## src/rtl/multi_qubit_gate_state_update_macros.svh

```systemverilog
// assertion macros for the multi-qubit gate state update block
`ifndef MULTI_QUBIT_GATE_STATE_UPDATE_MACROS_SVH
`define MULTI_QUBIT_GATE_STATE_UPDATE_MACROS_SVH
`ifndef ASSERT_OFF
`define MQ_ASSERT_IMPLY(lbl, clk, rst_n, ante, cons) \
    lbl: assert property (@(posedge clk) disable iff (!rst_n) (ante) |-> (cons)) \
        else $error("implication check failed");
`define MQ_ASSERT_NEXT(lbl, clk, rst_n, ante, cons) \
    lbl: assert property (@(posedge clk) disable iff (!rst_n) (ante) |=> (cons)) \
        else $error("next-cycle check failed");
`else
`define MQ_ASSERT_IMPLY(lbl, clk, rst_n, ante, cons)
`define MQ_ASSERT_NEXT(lbl, clk, rst_n, ante, cons)
`endif
`endif

```

## src/rtl/mqgsu_pkg.sv

```systemverilog
// shared types and constants of the multi-qubit gate state update block
package mqgsu_pkg;

    localparam int MAX_STATE_QUBITS = 10;
    localparam int AMP_WIDTH        = 32;
    localparam int FRAC_BITS        = AMP_WIDTH - 2;
    localparam int STORE_DEPTH      = 1 << MAX_STATE_QUBITS;
    localparam int GATE_DEPTH       = 64;
    localparam int ADDR_W           = MAX_STATE_QUBITS;
    localparam int GADDR_W          = 6;
    localparam int ACC_W            = AMP_WIDTH + 8;

    typedef enum logic [1:0] {
        CMD_LOAD_GATE = 2'd0,
        CMD_WRITE_AMP = 2'd1,
        CMD_APPLY     = 2'd2,
        CMD_READ      = 2'd3
    } command_t;

    localparam logic [2:0] REG_GATE_QUBITS  = 3'd0;
    localparam logic [2:0] REG_QUBIT_FIRST  = 3'd1;
    localparam logic [2:0] REG_QUBIT_SECOND = 3'd2;
    localparam logic [2:0] REG_QUBIT_THIRD  = 3'd3;
    localparam logic [2:0] REG_STATE_QUBITS = 3'd4;

    // product to take: which gate part times which amplitude part
    typedef enum logic [1:0] {
        MUL_RE_RE = 2'd0,
        MUL_IM_IM = 2'd1,
        MUL_RE_IM = 2'd2,
        MUL_IM_RE = 2'd3
    } mul_op_t;

    typedef struct packed {
        logic                amp_we;
        logic                amp_wr_acc;
        logic                amp_re;
        logic [ADDR_W-1:0]   amp_addr;
        logic                gate_we;
        logic                gate_re;
        logic [GADDR_W-1:0]  gate_addr;
        logic                v_we;
        logic [2:0]          v_slot;
        logic [2:0]          mul_col;
        logic                mul_en;
        mul_op_t             mul_op;
        logic                acc_clr;
        logic                res_load;
        logic                res_is_read;
        logic                res_status;
        logic [ADDR_W-1:0]   res_index;
    } dp_cmd_t;

endpackage

```

## src/rtl/mqgsu_controller.sv

```systemverilog
// configuration registers and sequencer for command handling and gate apply
`include "multi_qubit_gate_state_update_macros.svh"
module mqgsu_controller (
    input  logic                         clk,
    input  logic                         rst_n,
    input  logic                         start,
    input  logic [1:0]                   command,
    input  logic [mqgsu_pkg::ADDR_W-1:0] index,
    input  logic                         cfg_we,
    input  logic [2:0]                   cfg_index,
    input  logic [3:0]                   cfg_data,
    output logic                         busy,
    output mqgsu_pkg::dp_cmd_t           cmd
);

    localparam int AD = mqgsu_pkg::ADDR_W;

    typedef enum logic [2:0] {
        ST_IDLE, ST_READ, ST_RESP, ST_BASE, ST_LOAD, ST_MAC, ST_FLUSH, ST_WRITE
    } state_t;

    state_t state_reg, state_next;
    logic [1:0] gq_reg;
    logic [3:0] q0_reg, q1_reg, q2_reg, sq_reg;
    logic [AD:0]   base_reg, base_next;
    logic [3:0]    step_reg, step_next;
    logic [2:0]    k_reg, k_next, c_reg, c_next, sub_reg, sub_next;
    logic          status_reg, status_next;
    logic [AD-1:0] idx_reg, idx_next;

    logic          g3, bad_cfg, accept;
    logic [3:0]    n_eff, q_top;
    logic [2:0]    last;
    logic [AD:0]   len;
    logic [AD-1:0] mask;

    function automatic logic [AD-1:0] group_addr(
        input logic [AD-1:0] b, input logic [2:0] k,
        input logic [3:0] a0, input logic [3:0] a1, input logic [3:0] a2,
        input logic three);
        logic [AD-1:0] r;
        r = b;
        if (k[0]) r = r | (AD'(1) << a0);
        if (k[1]) r = r | (AD'(1) << a1);
        if (k[2] && three) r = r | (AD'(1) << a2);
        group_addr = r;
    endfunction

    assign g3     = (gq_reg == 2'd3);
    assign last   = g3 ? 3'd7 : 3'd3;
    assign n_eff  = (sq_reg > 4'(mqgsu_pkg::MAX_STATE_QUBITS))
                  ? 4'(mqgsu_pkg::MAX_STATE_QUBITS) : sq_reg;
    assign q_top  = g3 ? q2_reg : q1_reg;
    assign len    = (AD + 1)'(1) << n_eff;
    assign mask   = (AD'(1) << q0_reg) | (AD'(1) << q1_reg)
                  | (g3 ? (AD'(1) << q2_reg) : AD'(0));
    assign bad_cfg = (gq_reg != 2'd2 && gq_reg != 2'd3) || (q1_reg <= q0_reg)
                  || (g3 && q2_reg <= q1_reg) || (q_top >= n_eff);
    assign busy   = (state_reg != ST_IDLE);
    assign accept = start && !busy;

    always_ff @(posedge clk or negedge rst_n)
    begin
        if (!rst_n)
        begin
            gq_reg <= 2'd2;
            q0_reg <= 4'd0;
            q1_reg <= 4'd1;
            q2_reg <= 4'd2;
            sq_reg <= 4'd10;
        end
        else if (cfg_we)
        begin
            unique case (cfg_index)
                mqgsu_pkg::REG_GATE_QUBITS:  gq_reg <= cfg_data[1:0];
                mqgsu_pkg::REG_QUBIT_FIRST:  q0_reg <= cfg_data;
                mqgsu_pkg::REG_QUBIT_SECOND: q1_reg <= cfg_data;
                mqgsu_pkg::REG_QUBIT_THIRD:  q2_reg <= cfg_data;
                mqgsu_pkg::REG_STATE_QUBITS: sq_reg <= cfg_data;
                default: ;
            endcase
        end
    end

    always_comb
    begin
        state_next  = state_reg;
        base_next   = base_reg;
        step_next   = step_reg;
        k_next      = k_reg;
        c_next      = c_reg;
        sub_next    = sub_reg;
        status_next = status_reg;
        idx_next    = idx_reg;
        cmd         = '0;
        cmd.mul_col = c_reg;
        cmd.mul_op  = mqgsu_pkg::MUL_RE_RE;
        unique case (state_reg)
            ST_IDLE:
            begin
                if (accept)
                begin
                    unique case (mqgsu_pkg::command_t'(command))
                        mqgsu_pkg::CMD_LOAD_GATE:
                        begin
                            cmd.gate_we   = (index[AD-1:mqgsu_pkg::GADDR_W] == '0);
                            cmd.gate_addr = index[mqgsu_pkg::GADDR_W-1:0];
                        end
                        mqgsu_pkg::CMD_WRITE_AMP:
                        begin
                            cmd.amp_we   = 1'b1;
                            cmd.amp_addr = index;
                        end
                        mqgsu_pkg::CMD_APPLY:
                        begin
                            status_next = bad_cfg;
                            base_next   = '0;
                            state_next  = bad_cfg ? ST_RESP : ST_BASE;
                        end
                        default:
                        begin
                            cmd.amp_re   = 1'b1;
                            cmd.amp_addr = index;
                            idx_next     = index;
                            state_next   = ST_READ;
                        end
                    endcase
                end
            end
            ST_READ:
            begin
                cmd.res_load    = 1'b1;
                cmd.res_is_read = 1'b1;
                cmd.res_index   = idx_reg;
                state_next      = ST_IDLE;
            end
            ST_RESP:
            begin
                cmd.res_load   = 1'b1;
                cmd.res_status = status_reg;
                state_next     = ST_IDLE;
            end
            ST_BASE:
            begin
                if (base_reg == len)
                begin
                    state_next = ST_RESP;
                end
                else if ((base_reg[AD-1:0] & mask) != '0)
                begin
                    base_next = base_reg + 1'b1;
                end
                else
                begin
                    step_next  = '0;
                    state_next = ST_LOAD;
                end
            end
            ST_LOAD:
            begin
                // read data is registered in amp_rd_reg before its capture into the slot registers
                if (step_reg <= 4'(last))
                begin
                    cmd.amp_re   = 1'b1;
                    cmd.amp_addr = group_addr(base_reg[AD-1:0], step_reg[2:0],
                                              q0_reg, q1_reg, q2_reg, g3);
                end
                if (step_reg != 4'd0)
                begin
                    cmd.v_we   = 1'b1;
                    cmd.v_slot = 3'(step_reg - 4'd1);
                end
                if (step_reg == 4'(last) + 4'd1)
                begin
                    k_next     = '0;
                    c_next     = '0;
                    sub_next   = '0;
                    state_next = ST_MAC;
                end
                else
                begin
                    step_next = step_reg + 4'd1;
                end
            end
            ST_MAC:
            begin
                if (sub_reg == 3'd0)
                begin
                    cmd.acc_clr   = (c_reg == 3'd0);
                    cmd.gate_re   = 1'b1;
                    cmd.gate_addr = g3 ? {k_reg, c_reg} : {2'b00, k_reg[1:0], c_reg[1:0]};
                end
                else
                begin
                    cmd.mul_en = 1'b1;
                    cmd.mul_op = mqgsu_pkg::mul_op_t'(2'(sub_reg - 3'd1));
                end
                if (sub_reg == 3'd4)
                begin
                    sub_next = '0;
                    if (c_reg == last)
                        state_next = ST_FLUSH;
                    else
                        c_next = c_reg + 3'd1;
                end
                else
                begin
                    sub_next = sub_reg + 3'd1;
                end
            end
            ST_FLUSH:
            begin
                state_next = ST_WRITE;
            end
            ST_WRITE:
            begin
                cmd.amp_we     = 1'b1;
                cmd.amp_wr_acc = 1'b1;
                cmd.amp_addr   = group_addr(base_reg[AD-1:0], k_reg,
                                            q0_reg, q1_reg, q2_reg, g3);
                if (k_reg == last)
                begin
                    base_next  = base_reg + 1'b1;
                    state_next = ST_BASE;
                end
                else
                begin
                    k_next     = k_reg + 3'd1;
                    c_next     = '0;
                    sub_next   = '0;
                    state_next = ST_MAC;
                end
            end
            default:
            begin
                state_next = ST_IDLE;
            end
        endcase
    end

    always_ff @(posedge clk or negedge rst_n)
    begin
        if (!rst_n)
        begin
            state_reg  <= ST_IDLE;
            base_reg   <= '0;
            step_reg   <= '0;
            k_reg      <= '0;
            c_reg      <= '0;
            sub_reg    <= '0;
            status_reg <= 1'b0;
            idx_reg    <= '0;
        end
        else
        begin
            state_reg  <= state_next;
            base_reg   <= base_next;
            step_reg   <= step_next;
            k_reg      <= k_next;
            c_reg      <= c_next;
            sub_reg    <= sub_next;
            status_reg <= status_next;
            idx_reg    <= idx_next;
        end
    end

    `MQ_ASSERT_NEXT(a_result_cmd_busy, clk, rst_n, accept && (command == mqgsu_pkg::CMD_APPLY || command == mqgsu_pkg::CMD_READ), busy)
    `MQ_ASSERT_IMPLY(a_acc_write_only_in_write, clk, rst_n, cmd.amp_we && busy, state_reg == ST_WRITE && cmd.amp_wr_acc)
    `MQ_ASSERT_IMPLY(a_row_in_range, clk, rst_n, state_reg == ST_MAC || state_reg == ST_WRITE, k_reg <= last && c_reg <= last)
    `MQ_ASSERT_NEXT(a_result_single, clk, rst_n, cmd.res_load, !cmd.res_load && state_reg == ST_IDLE)

endmodule
```

## config.mk

```make
export PLATFORM = sky130hd
export DESIGN_NAME = mqgsu_controller
export DESIGN_NICKNAME = d
export VERILOG_FILES = /design/src/rtl/mqgsu_pkg.sv /design/src/rtl/mqgsu_controller.sv
export VERILOG_INCLUDE_DIRS = /design/src /design/src/rtl
export SDC_FILE = /design/constraint.sdc
export NUM_CORES = 1
export LEC_CHECK = 0
export ABC_AREA = 0
export BUFFER_PORTS_ARGS = -buffer_cell sky130_fd_sc_hd__buf_4
export CORE_UTILIZATION = 50
export CTS_BUF_LIST = sky130_fd_sc_hd__clkbuf_4 sky130_fd_sc_hd__clkbuf_8
export CTS_CLUSTER_SIZE = 14
export DETAILED_ROUTE_END_ITERATION = 10
export PLACE_DENSITY_LB_ADDON = 0.05
export SYNTH_ARGS = -nofsm -noshare
export SYNTH_HDL_FRONTEND = slang
export SYNTH_SLANG_ARGS = --single-unit
```

## constraint.sdc

```tcl
create_clock -name clk -period 2.8 [get_ports clk]
set_input_delay 0.28 -clock clk [delete_from_list [all_inputs] [get_ports clk]]
set_output_delay 0.28 -clock clk [all_outputs]
set_load 0.05 [all_outputs]
```

# --- Yosys cells after proc, flatten, opt, wreduce, memory -nomap -nowiden ---
# Cells that the tools add are included.
word_totals:
  ff_bits: 56
  input_bits: 23
  wordCells: 185
classes:
  addsub: 8
  n_lt_le_gt_ge: 5
  eq_ne: 35
  shifts: 4
  mux: 72
  bitwise_logic: 9
  n_reduce_logical: 39
op_table:
  columns: ["operator", "count"]
  rows:
  - ["$mux 10", 15]
  - ["$or 10x10->10", 7]
  - ["$mux 11", 6]
  - ["$mux 3", 15]
  - ["$pmux 11 s3", 1]
  - ["$mux 4", 8]
  - ["$pmux 10 s3", 1]
  - ["$shl 1x4->10 const A", 3]
  - ["$ne 2x2->1 const B", 14]
  - ["$pmux 3 s7", 1]
  - ["$eq 3x3->1 const B", 6]
  - ["$mux 6", 3]
  - ["$pmux 3 s3", 2]
  - ["$eq 3x2->1 const B", 4]
  - ["$logic_not 3->1", 4]
  - ["$mux 1", 12]
  - ["$mux 12", 1]
  - ["$pmux 3 s2", 2]
  - ["$pmux 6 s2", 1]
  - ["$reduce_and 3->1", 4]
  - ["$reduce_and 6->1", 2]
  - ["$add 11x1->11 const B", 1]
  - ["$eq 11x11->1", 1]
  - ["$shl 1x4->11 const A", 1]
  - ["other kinds (35)", 57]

# --- Depth between registers and ports, before layout ---
# Gate-level depths: netlist of the first run.
logic_depth:
  word_depth: 13
  depth_mapped: 12

# --- Least setup slack after synthesis of the first run ---
# No wires, ideal clock.
synth_timing:
  kind: "register to output"
  start: "register gq_reg[1]"
  end: "output cmd[35] (netlist name)"
  t_arrival_ns: 2.832
  path_slack_ns: -0.312
  stages_incl_launch_ff: 10
  n_path_buf: 3
  cell_sequence: "dfstp_2 > nand2_2 > inv_2 > buf_2 > buf_2 > ha_1 > clkbuf_1 > a221o_1 > a21oi_1 > o21ai_0"
synth_rtl:
  columns: ["element", "line", "text"]
  rows:
  - ["start, declared", "mqgsu_controller.sv:23", "logic [1:0] gq_reg;"]
  - ["start signal, assigned", "mqgsu_controller.sv:75", "mqgsu_pkg::REG_GATE_QUBITS: gq_reg <= cfg_data[1:0];"]
  - ["end, declared", "mqgsu_controller.sv:13", "output mqgsu_pkg::dp_cmd_t cmd"]

==> metrics.csv, run 1 <==
stage;metric;value;unit
critical_path;reg2regPathDepth;8;
synthesis;postSynthRegisterBits;56;
sta;worstMarginPinSlew;0.8866;ns
clocking;clk-insertion-delay-late;0.31;ns
route;initialDrtViolationCount;237;
synthesis;register_area_share_after_synthesis;0.2998;
synthesis;syn-num-nets;608;
sta;report.final.setup_viol;0;
route;drcViolationCount;0;
synthesis;post_synth_inst_count;564;
critical_path;critPathCaptureType;output port;
global_route;first_global_vias;4234;
place;final_weighted_congestion_of_routability_driven_global_placement;0.9541;
synthesis;synth_largest_type_area_fraction;0.2718;
route;routed_wirelength;13070;µm
sta;maxClockFrequency;0.3742;GHz
global_route;track_usage;0.2673;
sta;finalCritPeriodShare;0.9544;
final_layout;most_frequent_standard_cell_in_the_layout_excluding_fill_and_tap_cells;buf_4;
sta;skew;0.01118;ns
global_route;grt_antenna_before_repair;0;
final_layout;most-common-layout-cells;buf_4, nand2_1, a21oi_1, dfrtp_1, o21ai_0;
synthesis;synth_enable_flop_cells;0;
critical_path;setup.worst_path.start_class;register;
synthesis;synthesis_warning_total;0;
pwr;total_chip_power;0.004586;W
synthesis;synth_cell_type_count;69;
global_route;grt_first_pass_wirelength;20950;µm
clocking;ctsHtreeMaxLevel;2;
critical_path;worst-setup-path-type;register to output port;
clocking;cts_num_sinks;56;
floorplanning;placeableCoreArea;0.008891;mm²
floorplanning;ios;69;
floorplanning;initial_core_util;0.5281;
floorplanning;fp-row-count;34;
place;io_buffers;68;
route;num_vias;4539;
final_layout;num_antenna_cells;0;
route;drt-pass1-iter-count;4;
synthesis;top_area_cells_in_the_synthesized_netlist;dfrtp_1, ha_1, nand2_1;
place;dpl.hpwl;9898;µm
job;drv.max_cap_violation_count;0;
sta;total_negative_slack_for_setup_checks;0;ns
clocking;clk_path_buf_depth;2;
clocking;postCtsSetupRepairBufs;0;
final_layout;drive_above_1_share;0.2496;
clocking;clock_tree_from_tritoncts;yes;
route;antenna_violating_nets_post_route;0;
synthesis;yosysTopAreaCell;dfrtp_1;
final_layout;largest_reg_flops;11;
global_route;pin_count_of_the_biggest_net_entering_global_routing;57;
final_layout;final_nets;672;
clocking;tritoncts.num_buffers;5;
pwr;power_leakage;2.546;nW
synthesis;avgSynthCellArea;8.326;µm²
route;drt-wirelength-per-cell;17.73;µm
critical_path;crit_path_max_fanout;23;
clocking;clk_root_buffer_cell;clkbuf_8;
floorplanning;floorplan.die_area;0.009783;mm²
critical_path;worst_ep_arrival_time;2.39;ns
pwr;power.ir.vdd_worst;0.6261;mV
sta;rsz0062_at_grt;false;
hold_path;min-delay-path-class;input port to asynchronous set/reset pin;
final_layout;n_fill_cell;778;
sta;timing.final.hold_violations;0;
sta;finalHoldWorstSlack;0.02375;ns
outcome;run_status;completed;
sta;timing.max_slew.rel_slack;0.4009;
sta;fin_crit;2.672;ns
global_route;overflow;0;
clocking;clkTransAtPathRegs;0.11;ns
floorplanning;floorplan.die.height;98.91;µm
sta;slew_violations;0;
synthesis;async_flop_share;1.000;
critical_path;timing.critical_path.required;2.52;ns
synthesis;area_of_the_mapped_netlist;0.004696;mm²
pwr;power_density;836.5;mW/mm²
floorplanning;die_w;98.91;µm
final_layout;area_growth_syn_to_layout;16.76;%
synthesis;yosys_most_used_dff;dfrtp_1;
route;vias_per_cell;6.159;
-- Yosys cell counts (all sizes together), types with 5 or more instances --
library cell	instances
nand2	71
a21oi	51
dfrtp	51
o21ai	51
inv	28
buf	25
nor2	25
mux2	22
ha	21
clkbuf	19
nand2b	18
a211o	15
a22oi	13
and2	13
nor4b	12
mux2i	9
nand3	9
and3	8
nand4	8
nor3	8
and4bb	7
nor4	7
nor4bb	7
a221o	6
a221oi	6
dfstp	5
nand3b	5
-- stage by stage --
step	area, µm²	setup slack (ns)	instances	utilization
floorplan	4696	0.001855	564	-
global placement	5365	0.1740	729	0.6034
detailed placement	5365	0.09124	729	0.6034
CTS	5465	0.09112	737	0.6147
global route	5483	0.001469	737	0.6167
finish	5483	0.1278	737	0.6167
-- worst max-delay path, stage by stage, from the launching register on --
cell and delay (ns):
dfstp_2 0.59, nand2_2 0.09, inv_4 0.23, ha_2 0.30
buf_4 0.19, a22oi_1 0.08, a21oi_1 0.24, a211o_1 0.16
buf_4 0.20
-- routing by layer --
metal / global-route usage / vias up / share of wire
li1: - / 2189 / -
met1: 0.3639 / 2140 / 0.46
met2: 0.4282 / 177 / 0.45
met3: 0.04894 / 33 / 0.068
met4: 0.08955 / 0 / 0.022
met5: 0 / - / 0
-- area by class of cell --
class	instances	area, µm²	area share
multi-input cells	436	2977	0.5429
flip-flops and latches	56	1408	0.2567
repair buffers	101	758.2	0.1383
well taps	108	135.1	0.02465
inverters	28	107.6	0.01963
clock buffers	6	82.58	0.01506
clock inverters	2	15.01	0.002738
-- timing repair --
action	4_1_cts	5_1_grt
pin swaps	0	0
hold buffers	0	0
hold endpoints to repair	0	0
endpoints found under the setup margin	2	4
resized for setup	1	4
-- final timing paths --
| check | from | to | slack [ns] |
|---|---|---|---|
| worst max-delay path | gq_reg[1] | cmd[37] | 0.13 |
| worst min-delay path | rst_n | q0_reg[3] | 0.02 |
| worst max register to register | q1_reg[1] | base_reg[0] | 0.15 |
| worst min register to register | idx_reg[5] | idx_reg[5] | 0.50 |
| max in group asynchronous | rst_n | k_reg[2] | 2.30 |
| min in group clk | cfg_data[3] | q1_reg[3] | 0.21 |
-- logic make-up (layout without fill, tap and decap cells) --
logic type / Yosys count / after routing / synth area share
xor+xnor: 3 / 3 / 0.005597
mux: 31 / 31 / 0.07194
fa+ha+maj: 22 / 22 / 0.05809
compound gates: 167 / 167 / 0.2302
simple gates: 213 / 213 / 0.2643
flops: 56 / 56 / 0.2998
buf+inv: 72 / 137 / 0.07007
-- report_power, final --
group	switching, W	internal (W)
clock network	0.000272	0.000201
registers	0.000346	0.00105
logic	0.00172	0.000998
(Power assumes the default switching activity.)
==> run 2: changes to the inputs <==
--- a/config.mk
+++ b/config.mk
@@ -8,7 +8,9 @@
 export LEC_CHECK = 0
 export ABC_AREA = 0
 export BUFFER_PORTS_ARGS = -buffer_cell sky130_fd_sc_hd__buf_4
-export CORE_UTILIZATION = 50
+export CELL_PAD_IN_SITES_DETAIL_PLACEMENT = 1
+export CELL_PAD_IN_SITES_GLOBAL_PLACEMENT = 1
+export CORE_UTILIZATION = 45
 export CTS_BUF_LIST = sky130_fd_sc_hd__clkbuf_4 sky130_fd_sc_hd__clkbuf_8
 export CTS_CLUSTER_SIZE = 14
 export DETAILED_ROUTE_END_ITERATION = 10
==> metrics.csv, run 2 (synthesized netlist as in run 1, its figures left out) <==
stage;metric;value;unit;change
global_route;grt_antenna_before_repair;0;;unchanged
clocking;postCtsSetupRepairBufs;0;;unchanged
floorplanning;initial_core_util;0.4717;;was 0.5281
clocking;clk_path_buf_depth;2;;unchanged
critical_path;setup.worst_path.start_class;register;;unchanged
route;drt-pass1-iter-count;4;;unchanged
pwr;power_leakage;2.567;nW;was 2.546 nW
pwr;power_density;865.0;mW/mm²;was 836.5 mW/mm²
clocking;clkTransAtPathRegs;0.10;ns;was 0.11 ns
final_layout;largest_reg_flops;11;;unchanged
critical_path;worst-setup-path-type;register to register;;was register to output port
final_layout;final_nets;672;;unchanged
place;io_buffers;68;;unchanged
floorplanning;floorplan.die.height;104.2;µm;was 98.91 µm
final_layout;drive_above_1_share;0.2576;;was 0.2496
job;drv.max_cap_violation_count;0;;unchanged
sta;finalHoldWorstSlack;0.0005276;ns;was 0.02375 ns
global_route;overflow;0;;unchanged
critical_path;worst_ep_arrival_time;2.87;ns;was 2.39 ns
global_route;grt_first_pass_wirelength;25790;µm;was 20,950 µm
place;detailed_place.area;0.005396;mm²;was 0.005365 mm²
clocking;tritoncts.num_buffers;5;;unchanged
critical_path;reg2regPathDepth;8;;unchanged
clocking;ctsHoldBuffers;0;;unchanged
sta;rsz0062_at_grt;false;;unchanged
route;num_vias;4754;;was 4,539
final_layout;area_growth_syn_to_layout;19.02;%;was 16.76%
floorplanning;floorplan.die_area;0.01085;mm²;was 0.009783 mm²
sta;slew_violations;0;;unchanged
clocking;ctsHtreeMaxLevel;2;;unchanged
pwr;power.ir.vdd_worst;0.6861;mV;was 0.6261 mV
sta;maxClockFrequency;0.3768;GHz;was 0.3742 GHz
sta;skew;0.01417;ns;was 0.01118 ns
route;drcViolationCount;0;;unchanged
floorplanning;fp-row-count;36;;was 34
final_layout;design_area;0.005589;mm²;was 0.005483 mm²
global_route;pin_count_of_the_biggest_net_entering_global_routing;57;;unchanged
route;antenna_violating_nets_post_route;0;;unchanged
floorplanning;ios;69;;unchanged
sta;total_negative_slack_for_setup_checks;0;ns;unchanged
place;dpl.hpwl;11940;µm;was 9898 µm
clocking;clock_tree_from_tritoncts;yes;;unchanged
outcome;run_status;completed;;unchanged
hold_path;min-delay-path-class;input port to asynchronous set/reset pin;;unchanged
critical_path;critPathCaptureType;register;;was output port
floorplanning;placeableCoreArea;0.009955;mm²;was 0.008891 mm²
sta;finalCritPeriodShare;0.9479;;was 0.9544
final_layout;num_antenna_cells;0;;unchanged
place;final_weighted_congestion_of_routability_driven_global_placement;0.8795;;was 0.9541
route;drt-wirelength-per-cell;20.50;µm;was 17.73 µm
critical_path;crit_path_max_fanout;13;;was 23
sta;timing.max_slew.rel_slack;0.2568;;was 0.4009
sta;report.final.setup_viol;0;;unchanged
route;routed_wirelength;15620;µm;was 13,070 µm
floorplanning;die_w;104.2;µm;was 98.91 µm
final_layout;most_frequent_standard_cell_in_the_layout_excluding_fill_and_tap_cells;buf_4;;unchanged
global_route;first_global_vias;4809;;was 4,234
clocking;clk-insertion-delay-late;0.33;ns;was 0.31 ns
global_route;track_usage;0.2947;;was 0.2673
final_layout;most-common-layout-cells;buf_4, nand2_1, a21oi_1, dfrtp_1, o21ai_0;;unchanged
critical_path;timing.critical_path.required;3.01;ns;was 2.52 ns
clocking;cts_num_sinks;56;;unchanged
clocking;clk_root_buffer_cell;clkbuf_8;;unchanged
sta;worstMarginPinSlew;1.100;ns;was 0.8866 ns
sta;fin_crit;2.654;ns;was 2.672 ns
route;initialDrtViolationCount;193;;was 237
route;vias_per_cell;6.239;;was 6.159
sta;timing.final.hold_violations;0;;unchanged
==> run 2: area by class of cell <==
cell class              count  area, µm²
repair buffers            101      758.2
inverters                  28      107.6
multi-input cells         436       3038
clock buffers               6      76.32
fillers                  1225       4365
well taps                 133      166.4
flip-flops and latches     56       1408
clock inverters             2      35.03
==> run 2: metrics by stage <==
stage | worst slack, ns | utilization | instances | total power (W)
floorplan | 0.001855 | - | 564 | 0.003289
global placement | 0.1389 | 0.5421 | 754 | 0.004086
detailed placement | -0.03829 | 0.5421 | 754 | 0.004195
CTS | 0.04166 | 0.5547 | 762 | 0.004777
global route | 0.02258 | 0.5615 | 762 | 0.005159
finish | 0.1459 | 0.5615 | 762 | 0.004834
==> run 2: per-layer routing <==
| metal | vias up | track usage | share of wire |
|---|---|---|---|
| met2 | 128 | 0.5043 | 0.50 |
| met1 | 2421 | 0.4027 | 0.45 |
| met3 | 17 | 0.02569 | 0.042 |
| met4 | 0 | 0.06633 | 0.012 |
| met5 | - | 0 | 0 |
| li1 | 2188 | - | - |
==> run 2: critical path, cell delays in order, from the launching register on <==
cell,delay (ns)
dfstp_2,0.72
nor4bb_1,0.50
a211o_1,0.17
a22oi_1,0.08
nand4_1,0.14
nor2_2,0.09
o21ai_4,0.33
nand2_1,0.18
mux2_1,0.34
==> run 2: path summary, 6_finish.rpt <==
| check | startpoint | end | slack (ns) |
|---|---|---|---|
| worst max-delay path | q1_reg[0] | base_reg[1] | 0.15 |
| min in group clk | cfg_data[3] | q0_reg[3] | 0.20 |
| worst min register to register | idx_reg[4] | idx_reg[4] | 0.51 |
| worst min-delay path | rst_n | q0_reg[2] | 0.0005 |
| max in group asynchronous | rst_n | idx_reg[1] | 2.27 |
| worst max register to register | q1_reg[0] | base_reg[1] | 0.15 |
==> run 2: power by group <==
group | internal, W | leakage (nW) | total, W | switching, W
combinational | 0.00102 | 1.80 | 0.00284 | 0.00181
sequential | 0.00105 | 0.705 | 0.00143 | 0.000382
clock | 0.000276 | 0.0586 | 0.000565 | 0.000289
total | 0.00235 | 2.57 | 0.00483 | 0.00249
==> run 2: repair_timing <==
| item | CTS | global route |
|---|---|---|
| hold endpoints to repair | 0 | 0 |
| endpoints found under the setup margin | 12 | 8 |
| gates resized for setup | 4 | 10 |
==> run 3: changes to the inputs <==
--- a/config.mk
+++ b/config.mk
@@ -6,15 +6,16 @@
 export SDC_FILE = /design/constraint.sdc
 export NUM_CORES = 1
 export LEC_CHECK = 0
-export ABC_AREA = 0
+export ABC_AREA = 1
 export BUFFER_PORTS_ARGS = -buffer_cell sky130_fd_sc_hd__buf_4
 export CELL_PAD_IN_SITES_DETAIL_PLACEMENT = 1
 export CELL_PAD_IN_SITES_GLOBAL_PLACEMENT = 1
-export CORE_UTILIZATION = 45
+export CORE_UTILIZATION = 42
 export CTS_BUF_LIST = sky130_fd_sc_hd__clkbuf_4 sky130_fd_sc_hd__clkbuf_8
 export CTS_CLUSTER_SIZE = 14
 export DETAILED_ROUTE_END_ITERATION = 10
 export PLACE_DENSITY_LB_ADDON = 0.05
+export RECOVER_POWER = 100
 export SYNTH_ARGS = -nofsm -noshare
 export SYNTH_HDL_FRONTEND = slang
 export SYNTH_SLANG_ARGS = --single-unit
==> metrics.csv, run 3 <==
stage;metric;value;unit;change
outcome;run_status;finished, violations left;;was completed
outcome;failed_checks;max-capacitance violations, max-slew violations;;
clocking;clkTransAtPathRegs;0.11;ns;was 0.10 ns
synthesis;area_of_the_mapped_netlist;0.004928;mm²;was 0.004696 mm²
clocking;clk_root_buffer_cell;clkbuf_8;;unchanged
global_route;first_global_vias;5448;;was 4,809
floorplanning;ios;69;;unchanged
final_layout;most-common-layout-cells;nand2_1, inv_1, nor2_1, o21ai_0, dfrtp_1;;was buf_4, nand2_1, a21oi_1, dfrtp_1, o21ai_0
floorplanning;die_w;110.3;µm;was 104.2 µm
pwr;total_chip_power;0.003999;W;was 0.004834 W
critical_path;worst_ep_arrival_time;2.37;ns;was 2.87 ns
sta;maxClockFrequency;0.3769;GHz;was 0.3768 GHz
synthesis;async_flop_share;1.000;;unchanged
final_layout;final_nets;869;;was 672
final_layout;num_antenna_cells;0;;unchanged
clocking;clock_tree_from_tritoncts;yes;;unchanged
final_layout;n_fill_cell;1583;;was 1,225
clocking;tritoncts.num_buffers;5;;unchanged
place;final_weighted_congestion_of_routability_driven_global_placement;0.9294;;was 0.8795
floorplanning;placeableCoreArea;0.01142;mm²;was 0.009955 mm²
global_route;overflow;0;;unchanged
route;vias_per_cell;5.610;;was 6.239
sta;worstMarginPinSlew;1.529;ns;was 1.100 ns
floorplanning;floorplan.die.height;110.3;µm;was 104.2 µm
sta;slew_violations;57;;was 0
job;drv.max_cap_violation_count;1;;was 0
final_layout;most_frequent_standard_cell_in_the_layout_excluding_fill_and_tap_cells;nand2_1;;was buf_4
synthesis;synth_largest_type_area_fraction;0.2589;;was 0.2718
critical_path;crit_path_max_fanout;11;;was 13
synthesis;yosys-top-cells-count;nand2_1, inv_1, nor2_1, o21ai_0, dfrtp_1;;was nand2_1, a21oi_1, dfrtp_1, o21ai_0, inv_1
hold_path;min-delay-path-class;input port to register;;was input port to asynchronous set/reset pin
synthesis;yosys_most_used_dff;dfrtp_1;;unchanged
final_layout;largest_reg_flops;11;;unchanged
sta;finalHoldWorstSlack;0.1635;ns;was 0.0005276 ns
clocking;clk-insertion-delay-late;0.34;ns;was 0.33 ns
global_route;pin_count_of_the_biggest_net_entering_global_routing;57;;unchanged
final_layout;fin_util;0.4836;;was 0.5615
synthesis;synth_enable_flop_cells;0;;unchanged
synthesis;yosysMostFrequentCell;nand2_1;;unchanged
sta;fin_crit;2.653;ns;was 2.654 ns
synthesis;top_area_cells_in_the_synthesized_netlist;dfrtp_1, nand2_1, inv_1;;was dfrtp_1, ha_1, nand2_1
floorplanning;floorplan.die_area;0.01217;mm²;was 0.01085 mm²
critical_path;worst-setup-path-type;register to output port;;was register to register
sta;timing.max_slew.rel_slack;-0.01933;;was 0.2568
route;drt-pass1-iter-count;4;;unchanged
route;initialDrtViolationCount;297;;was 193
place;dpl.hpwl;13690;µm;was 11,940 µm
final_layout;drive_above_1_share;0.1356;;was 0.2576
sta;report.final.setup_viol;0;;unchanged
pwr;power.ir.vdd_worst;0.4908;mV;was 0.6861 mV
floorplanning;initial_core_util;0.4316;;was 0.4717
floorplanning;fp-row-count;39;;was 36
synthesis;synthesis_warning_total;0;;unchanged
route;drt-wirelength-per-cell;17.70;µm;was 20.50 µm
synthesis;register_area_share_after_synthesis;0.2856;;was 0.2998
global_route;grt_antenna_before_repair;0;;unchanged
final_layout;area_growth_syn_to_layout;12.03;%;was 19.02%
sta;timing.final.hold_violations;0;;unchanged
critical_path;r2r_slack;0.22;ns;was 0.15 ns
synthesis;postSynthRegisterBits;56;;unchanged
route;num_vias;5436;;was 4,754
synthesis;synth_cell_type_count;44;;was 69
pwr;power_leakage;2.751;nW;was 2.567 nW
route;routed_wirelength;17150;µm;was 15,620 µm
route;antenna_violating_nets_post_route;0;;unchanged
clocking;ctsHtreeMaxLevel;2;;unchanged
clocking;cts_num_sinks;56;;unchanged
pwr;power_density;724.2;mW/mm²;was 865.0 mW/mm²
critical_path;critPathCaptureType;output port;;was register
synthesis;post_synth_inst_count;765;;was 564
global_route;grt_first_pass_wirelength;27700;µm;was 25,790 µm
place;place.detailed.instances;959;;was 754
synthesis;avgSynthCellArea;6.442;µm²;was 8.326 µm²
synthesis;yosysTopAreaCell;dfrtp_1;;unchanged
synthesis;syn-num-nets;809;;was 608
place;io_buffers;68;;unchanged
route;drcViolationCount;0;;unchanged
final_layout;fin_cells;969;;was 762
sta;skew;0.006191;ns;was 0.01417 ns
critical_path;timing.critical_path.required;2.52;ns;was 3.01 ns
sta;finalCritPeriodShare;0.9476;;was 0.9479
critical_path;setup.worst_path.start_class;register;;unchanged
global_route;track_usage;0.2979;;was 0.2947
clocking;clk_path_buf_depth;2;;unchanged
[run 3: path summary, 6_finish.rpt]
path,from,cells after the start,end
setup reg to reg,gq_reg[0],13,state_reg[0]
max in group asynchronous,rst_n,1,base_reg[8]
hold reg to reg,gq_reg[1],2,gq_reg[1]
min in group asynchronous,rst_n,1,idx_reg[8]
setup / recovery,gq_reg[1],8,cmd[36]
hold / removal,index[8],3,idx_reg[8]
[run 3: layout make-up]
type | instances | area [µm²] | share of cell area
Clock inverter | 2 | 35.03 | 0.006345
Tap cell | 143 | 178.9 | 0.03240
Multi-Input combinational cell | 575 | 2947 | 0.5337
Timing Repair Buffer | 72 | 436.7 | 0.07908
Inverter | 115 | 440.4 | 0.07976
Clock buffer | 6 | 76.32 | 0.01382
Sequential cell | 56 | 1408 | 0.2549
[run 3: logic make-up (layout without fill, tap and decap cells)]
family,Yosys count,count (layout),share of synthesized area
AO/OA/AOI/OAI,144,144,0.1709
XOR/XNOR,9,9,0.01599
adder cells (fa/ha/maj),21,21,0.05331
buffers and inverters,134,195,0.1150
flip-flops,56,56,0.2856
AND/OR/NAND/NOR,401,401,0.3592
[run 3: critical path, stage by stage (launching register included)]
cell and delay (ns):
dfstp_2 0.56, nand2_2 0.09, inv_2 0.18, ha_1 0.26, clkinvlp_4 0.19, o31ai_1 0.27
o21ai_0 0.13, o221ai_1 0.11, buf_4 0.24
[run 3: routing by layer]
layer | wire (µm) | GRT usage | up-vias | share of wire
met5 | 0 | 0 | - | 0
met4 | 464 | 0.1175 | 0 | 0.027
met3 | 973 | 0.03821 | 31 | 0.057
met2 | 8032 | 0.5044 | 169 | 0.47
met1 | 7678 | 0.3833 | 2599 | 0.45
li1 | - | - | 2637 | -
[run 3: power by group]
part           switching [W]  total, W  leakage, nW  internal [W]
logic                0.00163   0.00220         1.97      0.000575
registers           0.000218   0.00122        0.721       0.00100
clock network       0.000297  0.000573       0.0586      0.000276
[run 3: repair_timing]
action,4_1_cts,5_1_grt
setup endpoints to repair,0,7
gates resized for setup,0,3
hold buffers,0,0
buffers inserted,0,2
[run 3: metrics by stage]
step | setup slack (ns) | area, µm² | setup TNS (ns)
CTS | 0.06319 | 5642 | 0
global placement | 0.5459 | 5530 | 0
detailed placement | 0.4509 | 5530 | 0
global route | -0.002174 | 5522 | -0.002174
floorplan | -0.1398 | 4956 | -1.342
finish | 0.1467 | 5522 | 0
